$ cat config.mk
export PLATFORM = sky130hd
export DESIGN_NAME = rgb_to_hsl_converter
export DESIGN_NICKNAME = d
export VERILOG_FILES = /design/src/rtl/core/rgb2hsl_pkg.sv /design/src/rtl/core/rgb_to_hsl_converter.sv /design/src/rtl/core/rgb2hsl_div.sv
export SDC_FILE = /design/constraint.sdc
export NUM_CORES = 2
export LEC_CHECK = 0
export BUFFER_PORTS_ARGS = -buffer_cell sky130_fd_sc_hd__buf_2
export CAP_MARGIN = 20
export CORE_ASPECT_RATIO = 1.25
export CORE_UTILIZATION = 60
export CTS_BUF_LIST = sky130_fd_sc_hd__clkbuf_8
export DETAILED_ROUTE_END_ITERATION = 8
export GPL_ROUTABILITY_DRIVEN = 0
export GPL_TIMING_DRIVEN = 0
export PLACE_DENSITY = 0.76
export SLEW_MARGIN = 20
export SYNTH_ARGS = -nofsm -noshare
export SYNTH_HDL_FRONTEND = slang
export SYNTH_SLANG_ARGS = --single-unit
export TNS_END_PERCENT = 100
$ cat constraint.sdc
create_clock -name clk -period 75.4 [get_ports clk]
set_input_delay 3.77 -clock clk [delete_from_list [all_inputs] [get_ports clk]]
set_output_delay 3.77 -clock clk [all_outputs]
set_load 0.005 [all_outputs]
$ cat src/rtl/core/rgb2hsl_pkg.sv
// Shared constants for the RGB to HSL converter.
`timescale 1ns / 1ps

package rgb2hsl_pkg;

	// Hue scale: one sector of 60 degrees in 1/64 degree, and the full circle.
	localparam int unsigned HUE_SECTOR = 3840;
	localparam int unsigned HUE_FULL   = 23040;

	// Shared divider geometry: numerator, divisor and quotient widths.
	localparam int unsigned DIV_NW = 25;
	localparam int unsigned DIV_DW = 9;
	localparam int unsigned DIV_QW = 16;

endpackage

$ cat src/rtl/core/rgb_to_hsl_converter.sv
// Top level: streaming RGB to HSL converter.
`timescale 1ns / 1ps

// Converts one 8-bit RGB pixel per word into hue (1/64 degree, 0..23039),
// saturation and lightness (16-bit fractions, 65535 = 1.0), all rounded to
// nearest; grey pixels give hue 0 and saturation 0. One word is accepted
// every clock unless held; four stages of min/max, sector and numerator
// work, sixteen stages of the two bit-per-stage dividers and the output
// register make up the pipeline, which holds while a result waits on tready.

module rgb_to_hsl_converter
	import rgb2hsl_pkg::*;
(
	input  logic        clk,
	input  logic        arst_n,
	input  logic        s_axis_tvalid,
	output logic        s_axis_tready,
	input  logic [23:0] s_axis_tdata,   // red[7:0], green[15:8], blue[23:16]
	output logic        m_axis_tvalid,
	input  logic        m_axis_tready,
	output logic [47:0] m_axis_tdata    // hue[14:0], saturation[30:15], lightness[46:31], 0
);

	typedef enum logic [1:0] {
		SEC_RED,
		SEC_GREEN,
		SEC_BLUE
	} sector_t;

	logic adv;
	assign adv           = ~m_axis_tvalid | m_axis_tready;
	assign s_axis_tready = adv;

	// Stage 1: input register
	logic       vld_s1;
	logic [7:0] r_s1, g_s1, b_s1;

	always_ff @(posedge clk or negedge arst_n) begin
		if (!arst_n) begin
			vld_s1 <= 1'b0;
		end else if (adv) begin
			vld_s1 <= s_axis_tvalid;
		end
	end

	always_ff @(posedge clk) begin
		if (adv) begin
			r_s1 <= s_axis_tdata[7:0];
			g_s1 <= s_axis_tdata[15:8];
			b_s1 <= s_axis_tdata[23:16];
		end
	end

	// Max, min and sector; ties go red, then green
	logic       red_max, green_max;
	logic [7:0] mx, mn, mn_rg;
	sector_t    sec;
	logic [7:0] da, db;

	always_comb begin
		red_max   = (r_s1 >= g_s1) && (r_s1 >= b_s1);
		green_max = !red_max && (g_s1 >= b_s1);
		mn_rg     = (g_s1 < r_s1) ? g_s1 : r_s1;
		mn        = (b_s1 < mn_rg) ? b_s1 : mn_rg;
		if (red_max) begin
			sec = SEC_RED;
			mx  = r_s1;
			da  = g_s1;
			db  = b_s1;
		end else if (green_max) begin
			sec = SEC_GREEN;
			mx  = g_s1;
			da  = b_s1;
			db  = r_s1;
		end else begin
			sec = SEC_BLUE;
			mx  = b_s1;
			da  = r_s1;
			db  = g_s1;
		end
	end

	// Stage 2
	logic       vld_s2;
	logic [7:0] mx_s2, mn_s2, da_s2, db_s2;
	sector_t    sec_s2;

	always_ff @(posedge clk or negedge arst_n) begin
		if (!arst_n) begin
			vld_s2 <= 1'b0;
		end else if (adv) begin
			vld_s2 <= vld_s1;
		end
	end

	always_ff @(posedge clk) begin
		if (adv) begin
			mx_s2  <= mx;
			mn_s2  <= mn;
			da_s2  <= da;
			db_s2  <= db;
			sec_s2 <= sec;
		end
	end

	logic [7:0]  d, den, absdiff;
	logic [8:0]  sum, diff;
	logic [16:0] light17;
	logic        neg;

	always_comb begin
		d       = mx_s2 - mn_s2;
		sum     = {1'b0, mx_s2} + {1'b0, mn_s2};
		den     = (sum <= 9'd255) ? sum[7:0] : 8'(9'd510 - sum);
		light17 = {sum, 8'd0} + 17'(sum) + 17'd1;
		diff    = {1'b0, da_s2} - {1'b0, db_s2};
		neg     = diff[8];
		absdiff = neg ? 8'(-diff) : diff[7:0];
	end

	// Stage 3
	logic        vld_s3, neg_s3;
	logic [7:0]  d_s3, den_s3, absdiff_s3;
	logic [15:0] light_s3;
	sector_t     sec_s3;

	always_ff @(posedge clk or negedge arst_n) begin
		if (!arst_n) begin
			vld_s3 <= 1'b0;
		end else if (adv) begin
			vld_s3 <= vld_s2;
		end
	end

	always_ff @(posedge clk) begin
		if (adv) begin
			d_s3       <= d;
			den_s3     <= den;
			absdiff_s3 <= absdiff;
			neg_s3     <= neg;
			light_s3   <= light17[16:1];
			sec_s3     <= sec_s2;
		end
	end

	logic [14:0] factor;
	logic [22:0] off;
	logic [19:0] sd;
	logic [7:0]  d_eff, den_eff;
	logic [24:0] sat_n;

	always_comb begin
		case (sec_s3)
			SEC_RED:   factor = neg_s3 ? 15'(HUE_FULL) : 15'd0;
			SEC_GREEN: factor = 15'(2 * HUE_SECTOR);
			SEC_BLUE:  factor = 15'(4 * HUE_SECTOR);
			default:   factor = 15'd0;
		endcase
		off     = 23'(factor) * 23'(d_s3);
		sd      = 20'(absdiff_s3) * 20'(HUE_SECTOR);
		// grey: force divisors to 1, numerators then give zero quotients
		d_eff   = (d_s3 == 8'd0) ? 8'd1 : d_s3;
		den_eff = (den_s3 == 8'd0) ? 8'd1 : den_s3;
		// 2 * 65535 * d + den
		sat_n   = {d_s3, 17'd0} - {16'd0, d_s3, 1'b0} + 25'(den_eff);
	end

	// Stage 4
	logic        vld_s4, neg_s4;
	logic [22:0] off_s4;
	logic [19:0] sd_s4;
	logic [7:0]  d_eff_s4, den_eff_s4;
	logic [24:0] sat_n_s4;
	logic [15:0] light_s4;

	always_ff @(posedge clk or negedge arst_n) begin
		if (!arst_n) begin
			vld_s4 <= 1'b0;
		end else if (adv) begin
			vld_s4 <= vld_s3;
		end
	end

	always_ff @(posedge clk) begin
		if (adv) begin
			off_s4     <= off;
			sd_s4      <= sd;
			neg_s4     <= neg_s3;
			d_eff_s4   <= d_eff;
			den_eff_s4 <= den_eff;
			sat_n_s4   <= sat_n;
			light_s4   <= light_s3;
		end
	end

	logic [22:0]       num;
	logic [DIV_NW-1:0] hue_n;

	always_comb begin
		num   = neg_s4 ? (off_s4 - 23'(sd_s4)) : (off_s4 + 23'(sd_s4));
		hue_n = DIV_NW'({num, 1'b0}) + DIV_NW'(d_eff_s4);
	end

	// Dividers: round(n/d) as floor((2n + d) / 2d)
	logic [DIV_QW-1:0] hue_q, sat_q;

	rgb2hsl_div #(
		.NW(DIV_NW),
		.DW(DIV_DW),
		.QW(DIV_QW)
	) u_hue_div (
		.clk (clk),
		.en  (adv),
		.n_in(hue_n),
		.d_in({d_eff_s4, 1'b0}),
		.q   (hue_q)
	);

	rgb2hsl_div #(
		.NW(DIV_NW),
		.DW(DIV_DW),
		.QW(DIV_QW)
	) u_sat_div (
		.clk (clk),
		.en  (adv),
		.n_in(sat_n_s4),
		.d_in({den_eff_s4, 1'b0}),
		.q   (sat_q)
	);

	// Valid and lightness ride alongside the divider stages
	logic        vld_d_s [DIV_QW];
	logic [15:0] light_d_s [DIV_QW];

	for (genvar k = 0; k < DIV_QW; k++) begin : g_side
		always_ff @(posedge clk or negedge arst_n) begin
			if (!arst_n) begin
				vld_d_s[k] <= 1'b0;
			end else if (adv) begin
				vld_d_s[k] <= (k == 0) ? vld_s4 : vld_d_s[(k == 0) ? 0 : k-1];
			end
		end

		always_ff @(posedge clk) begin
			if (adv) begin
				light_d_s[k] <= (k == 0) ? light_s4 : light_d_s[(k == 0) ? 0 : k-1];
			end
		end
	end

	// Wrap a rounded full circle back to zero
	logic [14:0] hue_w;
	assign hue_w = (hue_q >= DIV_QW'(HUE_FULL)) ? 15'(hue_q - DIV_QW'(HUE_FULL))
		: hue_q[14:0];

	// Output register
	always_ff @(posedge clk or negedge arst_n) begin
		if (!arst_n) begin
			m_axis_tvalid <= 1'b0;
		end else if (adv) begin
			m_axis_tvalid <= vld_d_s[DIV_QW-1];
		end
	end

	always_ff @(posedge clk) begin
		if (adv) begin
			m_axis_tdata <= {1'b0, light_d_s[DIV_QW-1], sat_q, hue_w};
		end
	end

endmodule

$ cat src/rtl/core/rgb2hsl_div.sv
// Pipelined restoring divider, one quotient bit per stage, quotient known to fit QW bits.
`timescale 1ns / 1ps

module rgb2hsl_div
	import rgb2hsl_pkg::*;
#(
	parameter int unsigned NW = DIV_NW,
	parameter int unsigned DW = DIV_DW,
	parameter int unsigned QW = DIV_QW
) (
	input  logic          clk,
	input  logic          en,
	input  logic [NW-1:0] n_in,
	input  logic [DW-1:0] d_in,
	output logic [QW-1:0] q
);

	// High part of the numerator is below the divisor, so it seeds the remainder.
	logic [DW-1:0] rem_s  [QW];
	logic [QW-1:0] word_s [QW];
	logic [DW-1:0] den_s  [QW];

	logic [DW-1:0] rem_in  [QW];
	logic [QW-1:0] word_in [QW];
	logic [DW-1:0] den_in  [QW];

	for (genvar k = 0; k < QW; k++) begin : g_stage
		logic [DW:0] trial;
		logic        ge;

		if (k == 0) begin : g_first
			assign rem_in[k]  = DW'(n_in[NW-1:QW]);
			assign word_in[k] = n_in[QW-1:0];
			assign den_in[k]  = d_in;
		end else begin : g_next
			assign rem_in[k]  = rem_s[k-1];
			assign word_in[k] = word_s[k-1];
			assign den_in[k]  = den_s[k-1];
		end

		assign trial = {rem_in[k], word_in[k][QW-1]};
		assign ge    = (trial >= {1'b0, den_in[k]});

		always_ff @(posedge clk) begin
			if (en) begin
				rem_s[k]  <= ge ? DW'(trial - {1'b0, den_in[k]}) : DW'(trial);
				word_s[k] <= {word_in[k][QW-2:0], ge};
				den_s[k]  <= den_in[k];
			end
		end
	end

	assign q = word_s[QW-1];

endmodule
# == Yosys cells after proc, flatten, opt, wreduce, memory -nomap -nowiden ==
# Memory sizes are Yosys's and may differ from the RTL's. A register that Yosys moved wholly into a read port is not among the register bits.
# Cells that the tools add are included.
# W data, S select, Z words.
# word_totals
inputBits,28
mem_bits_rw,1344
output_inout_bits,50
elab_cells,196
ff_bits,262
memories,7
# mem_list
memory,depth,width,rd,rd_ports_with_merged_regs,write_ports,line_no,rtl
light_d_s,16,16,16,1,16,rgb_to_hsl_converter.sv:233,logic [15:0] light_d_s [DIV_QW];
u_hue_div.word_s,16,16,16,0,16,rgb2hsl_div.sv:20,logic [QW-1:0] word_s [QW];
u_sat_div.word_s,16,16,16,1,16,rgb2hsl_div.sv:20,
u_hue_div.den_s,16,9,15,0,16,rgb2hsl_div.sv:21,logic [DW-1:0] den_s [QW];
u_hue_div.rem_s,16,9,15,0,16,rgb2hsl_div.sv:19,logic [DW-1:0] rem_s [QW];
u_sat_div.den_s,16,9,15,0,16,rgb2hsl_div.sv:21,
1 more memories,--,--,--,--,--,--,
# classes
reduce_logical,6
magnitude_cmp,39
multipliers,2
eq_ne,2
n_bitwise,2
n_mux,50
n_addsub,45
# ops
operator,count
$ge A10 B9 Y1,32
$mux W9,32
$sub A9 B9 Y9,32
$mux W8,11
$pmux W15 S3,1
$mux W15,2
$add A24 B8 Y25,1
$add A25 B8 Y25,1
$sub A25 B9 Y25,1
$ge A8 B8 Y1,3
$add A23 B20 Y23,1
$mul A15 B8 Y23,1
$mux W23,1
$sub A23 B20 Y23,1
$add A17 B1 Y17 const B,1
$add A17 B9 Y17,1
$ge A16 B15 Y1 const B,1
$logic_not A8 Y1,2
$lt A8 B8 Y1,2
$sub A15 B15 Y15 const B,1
$mul A8 B4 Y12 const B,1
$add A8 B8 Y9,1
$le A9 B8 Y1 const B,1
$sub A8 B8 Y9,1
other kinds (12),14

# == Logic depth before layout (Yosys ltp) ==
# logic_depth
word_depth,6
ltp_mapped,20
mapped_depth_nobuf,20

# == Cells and area by module ==
# A second synthesis with hierarchy kept.
# unflattened
hier_cells,4703
area_unflattened_um2,70322.4
# by_module_without_submodules
mod,seq_area_each_um2,cells_per_inst,instances,area_each_um2
rgb2hsl_div at u_sat_div,15795.1,1650,1,23931.7
rgb2hsl_div at u_hue_div,15795.1,1553,1,23582.6
rgb_to_hsl_converter,15119.5,1500,1,22808.1

# == Least setup slack after synthesis ==
# OpenSTA, ideal clock, no wires.
# synth_timing
path_type,input -> output
from,in m_axis_tready
to,out s_axis_tready
arrival_ps,30653
cell_stages,3
slack_ps,40977
path_buffers,1
required_ps,71630
path_cell_list,nor2b_1 > clkbuf_1 > inv_1
# synth_between
elab_chain_cells,1
# synth_rtl
element,line_no,rtl
start: declaration,rgb_to_hsl_converter.sv:20,"input logic m_axis_tready,"
$or A1 B1 Y1,rgb_to_hsl_converter.sv:31,assign adv = ~m_axis_tvalid | m_axis_tready;
end: declaration,rgb_to_hsl_converter.sv:17,"output logic s_axis_tready,"
# No other way between the ends.

# == Worst setup path in the final report ==
# Ends and elaborated chain as after synthesis.

==> reports/metrics.yaml <==
run_status:
  outcome: "complete, no violations"
clock_tree:
  clk_latency_ns: 0.89
  cts_sinks: 1407
  htreeDepth: 4
  clock_tree_root_buffer_cell: "sky130_fd_sc_hd__clkbuf_8"
  cts_tree: "yes"
  cts-buffers-inserted: 206
  cts_resized: 0
  clock_path_buffers: 3
  post_cts.repair.setup_buffers: 0
  post_cts_hold_buffer_count: 0
  clk_transition_reported_paths_ns: 0.06
route:
  routedWlPerCell_um: 16.38
  route.detailed.drc: 0
  avgViaCountPerCell: 5.435
  first_iter_violations: 1600
  antenna_left: 0
  drt-pass1-iter-count: 6
  totalWireLength_um: 94260
  route.vias.total: 31280
yosys:
  asyncSetResetFlopFracSynth_pct: 1.493
  ys_ff_latch: 1407
  synth.largest_area_cell: "sky130_fd_sc_hd__edfxtp_1"
  synth_flop_cell: "sky130_fd_sc_hd__edfxtp_1"
  area_fraction_of_the_dominant_cell_type_after_synthesis_pct: 67.35
  postSynthAreaPerCell_um2: 15.63
  synth_edf_count: 1386
  syn_nets: 4439
  yosysWarnings: 0
  netlist-cell-type-count: 69
  synthesis.instances: 3953
  syn-cell-area_um2: 61800
  synth.area.top_cells: "sky130_fd_sc_hd__edfxtp_1, sky130_fd_sc_hd__ha_1, sky130_fd_sc_hd__mux2_2"
  synth-seq-area-share_pct: 68.20
floorplanning:
  core_area_um2: 102100
  initial_core_util_pct: 60.52
  floorplan.io_pins: 78
  die_outline_width_um: 289.0
  fp.dieArea_um2: 104300
  core.rowCount: 131
  die_h_um: 360.8
layout:
  leading_cell_type_in_the_layout_fill_and_taps_excluded: "sky130_fd_sc_hd__edfxtp_1"
  areaGrowthSynthToFinish_pct: 10.31
  layout.nets: 4736
  most-common-layout-cells: "sky130_fd_sc_hd__edfxtp_1, sky130_fd_sc_hd__inv_1, sky130_fd_sc_hd__ha_1"
  share_of_final_layout_standard_cells_stronger_than_drive_strength_1_pct: 12.75
worst_setup_path:
  startpoint: "m_axis_tready"
  timing.reg2reg.worst_path_depth: 19
  timing.rr.start: "sec_s3[0]"
  crit_path_start_kind: "primary input"
  cp_max_fanout: 47
  cp.arrival_ns: 5.10
  end_of_the_worst_register_to_register_path: "off_s4[21]"
  reg2reg_setup_slack_ns: 69.69
  setup.worst_path.class: "in2out"
  critPathRequiredTime_ns: 71.63
  setup.worst_path.end_class: "output pin"
grt:
  grt_use_total_pct: 18.45
  first_global_vias: 33010
  globalRouteOverflowTotal: 0
  grt_first_pass_wirelength_um: 152000
  grt_antenna_before_repair: 1
  grt_start_max_net_pins: 122
hold_path:
  worst_hold_path.endpoint: "u_sat_div.word_s[10][7]"
  instance_count_along_the_most_critical_hold_path: 0
  startpoint_of_the_most_critical_hold_path: "u_sat_div.word_s[9][6]"
  min_path_type: "reg2reg"
timing:
  final.min_clock_period_ns: 8.869
  layout_worst_path_cycle_share_pct: 11.76
  clock-skew-final_ns: 0.04082
  maxClockFrequency_ghz: 0.1128
  hold_viol: 0
  timing.slew.headroom_pct: 40.38
  setup_viol_count_final: 0
  timing_worst_slew_pin_value_ns: 0.8913
  rsz0062_at_grt: "false"
  setup-tns-final_ns: 0
  maxSlewViolCount: 0
place:
  dp_hpwl_um: 65890
  io_buffers: 76
run:
  max-cap-violations: 0
Yosys cell counts, drive strengths merged, types with 21 or more instances:
library cell  instances
a21o                 92
a21oi               118
a31oi                42
and2                 21
clkbuf               47
dfrtp                21
edfxtp             1386
fa                   71
ha                  387
inv                 407
mux2                174
mux2i               100
nand2                79
nand2b               88
nand3                22
nand4                63
nor2                 97
nor2b               135
nor3                 31
o21ai               130
o31ai                39
xnor2               153
xor2                 87
sequential cells by signal, summed over array words and instances (netlist names), 12 cells and up:
register          flops
light_d_s           256
light_s3             16
light_s4             16
m_axis_tdata         47
off_s4               14
sat_n_s4             24
sd_s4                12
u_hue_div.den_s      22
u_hue_div.rem_s     134
u_hue_div.word_s    248
u_sat_div.den_s     106
u_sat_div.rem_s     135
u_sat_div.word_s    255
vld_d_s              16
how the worst max path moves through the flow:
stage	end	slack, ns	depth (start not counted)
finish	s_axis_tready	66.53	5
global route	s_axis_tready	66.36	5
global placement	s_axis_tready	28.99	5
floorplan	s_axis_tready	40.98	3
detailed placement	s_axis_tready	66.48	5
CTS	s_axis_tready	66.46	5
worst max-delay path, cell delays in order:
cell                       delay [ns]
sky130_fd_sc_hd__buf_2           0.09
sky130_fd_sc_hd__nor2b_1         0.24
sky130_fd_sc_hd__clkbuf_1        0.52
sky130_fd_sc_hd__inv_8           0.25
sky130_fd_sc_hd__buf_2           0.22
kinds of logic after synthesis:
| group | share of synthesized area, % |
|---|---|
| multiplexers | 4.791 |
| AND/OR/NAND/NOR | 5.276 |
| adder cells (fa/ha/maj) | 10.14 |
| flip-flops | 68.20 |
| buffers and inverters | 2.820 |
| AO/OA/AOI/OAI | 5.355 |
| other | 0.006068 |
| XOR/XNOR | 3.414 |
final cells by class:
class                   count  area [um^2]
inverters                 407         1535
plain buffers              55        215.2
well taps                1330         1664
clock buffers             209         2877
multi-input cells        2084        17910
repair buffers             89        738.2
fillers                  6911        33950
flip-flops and latches   1407        42150
clock inverters           172         1075
diodes                      3        7.507
layer usage:
layer | part of all wire (%) | vias to the layer above | track usage (%) | wire, um
met4 | 4.6 | 0 | 10.36 | 4377
met2 | 58 | 570 | 36.55 | 54850
met5 | 0 | - | 0 | 0
met1 | 34 | 15180 | 16.75 | 31820
li1 | - | 15250 | - | -
met3 | 3.4 | 288 | 3.913 | 3212
per-stage QoR:
step	std cells	area [um^2]	hold slack [ns]	setup WS, ns	utilization (%)
3_3_place_gp	5359	63840	0.4001	28.99	62.52
4_1_cts	5753	68160	0.3984	66.46	66.75
3_5_place_dp	5372	64210	0.4045	66.48	62.88
5_1_grt	5755	68160	0.4051	66.36	66.75
2_1_floorplan	3953	61800	0.4003	40.98	-
6_report	5756	68160	0.4072	66.53	66.75
Power is left out: the tool's default activity adds up to more than one toggle a clock period on the data nets, which glitch-free logic cannot reach.
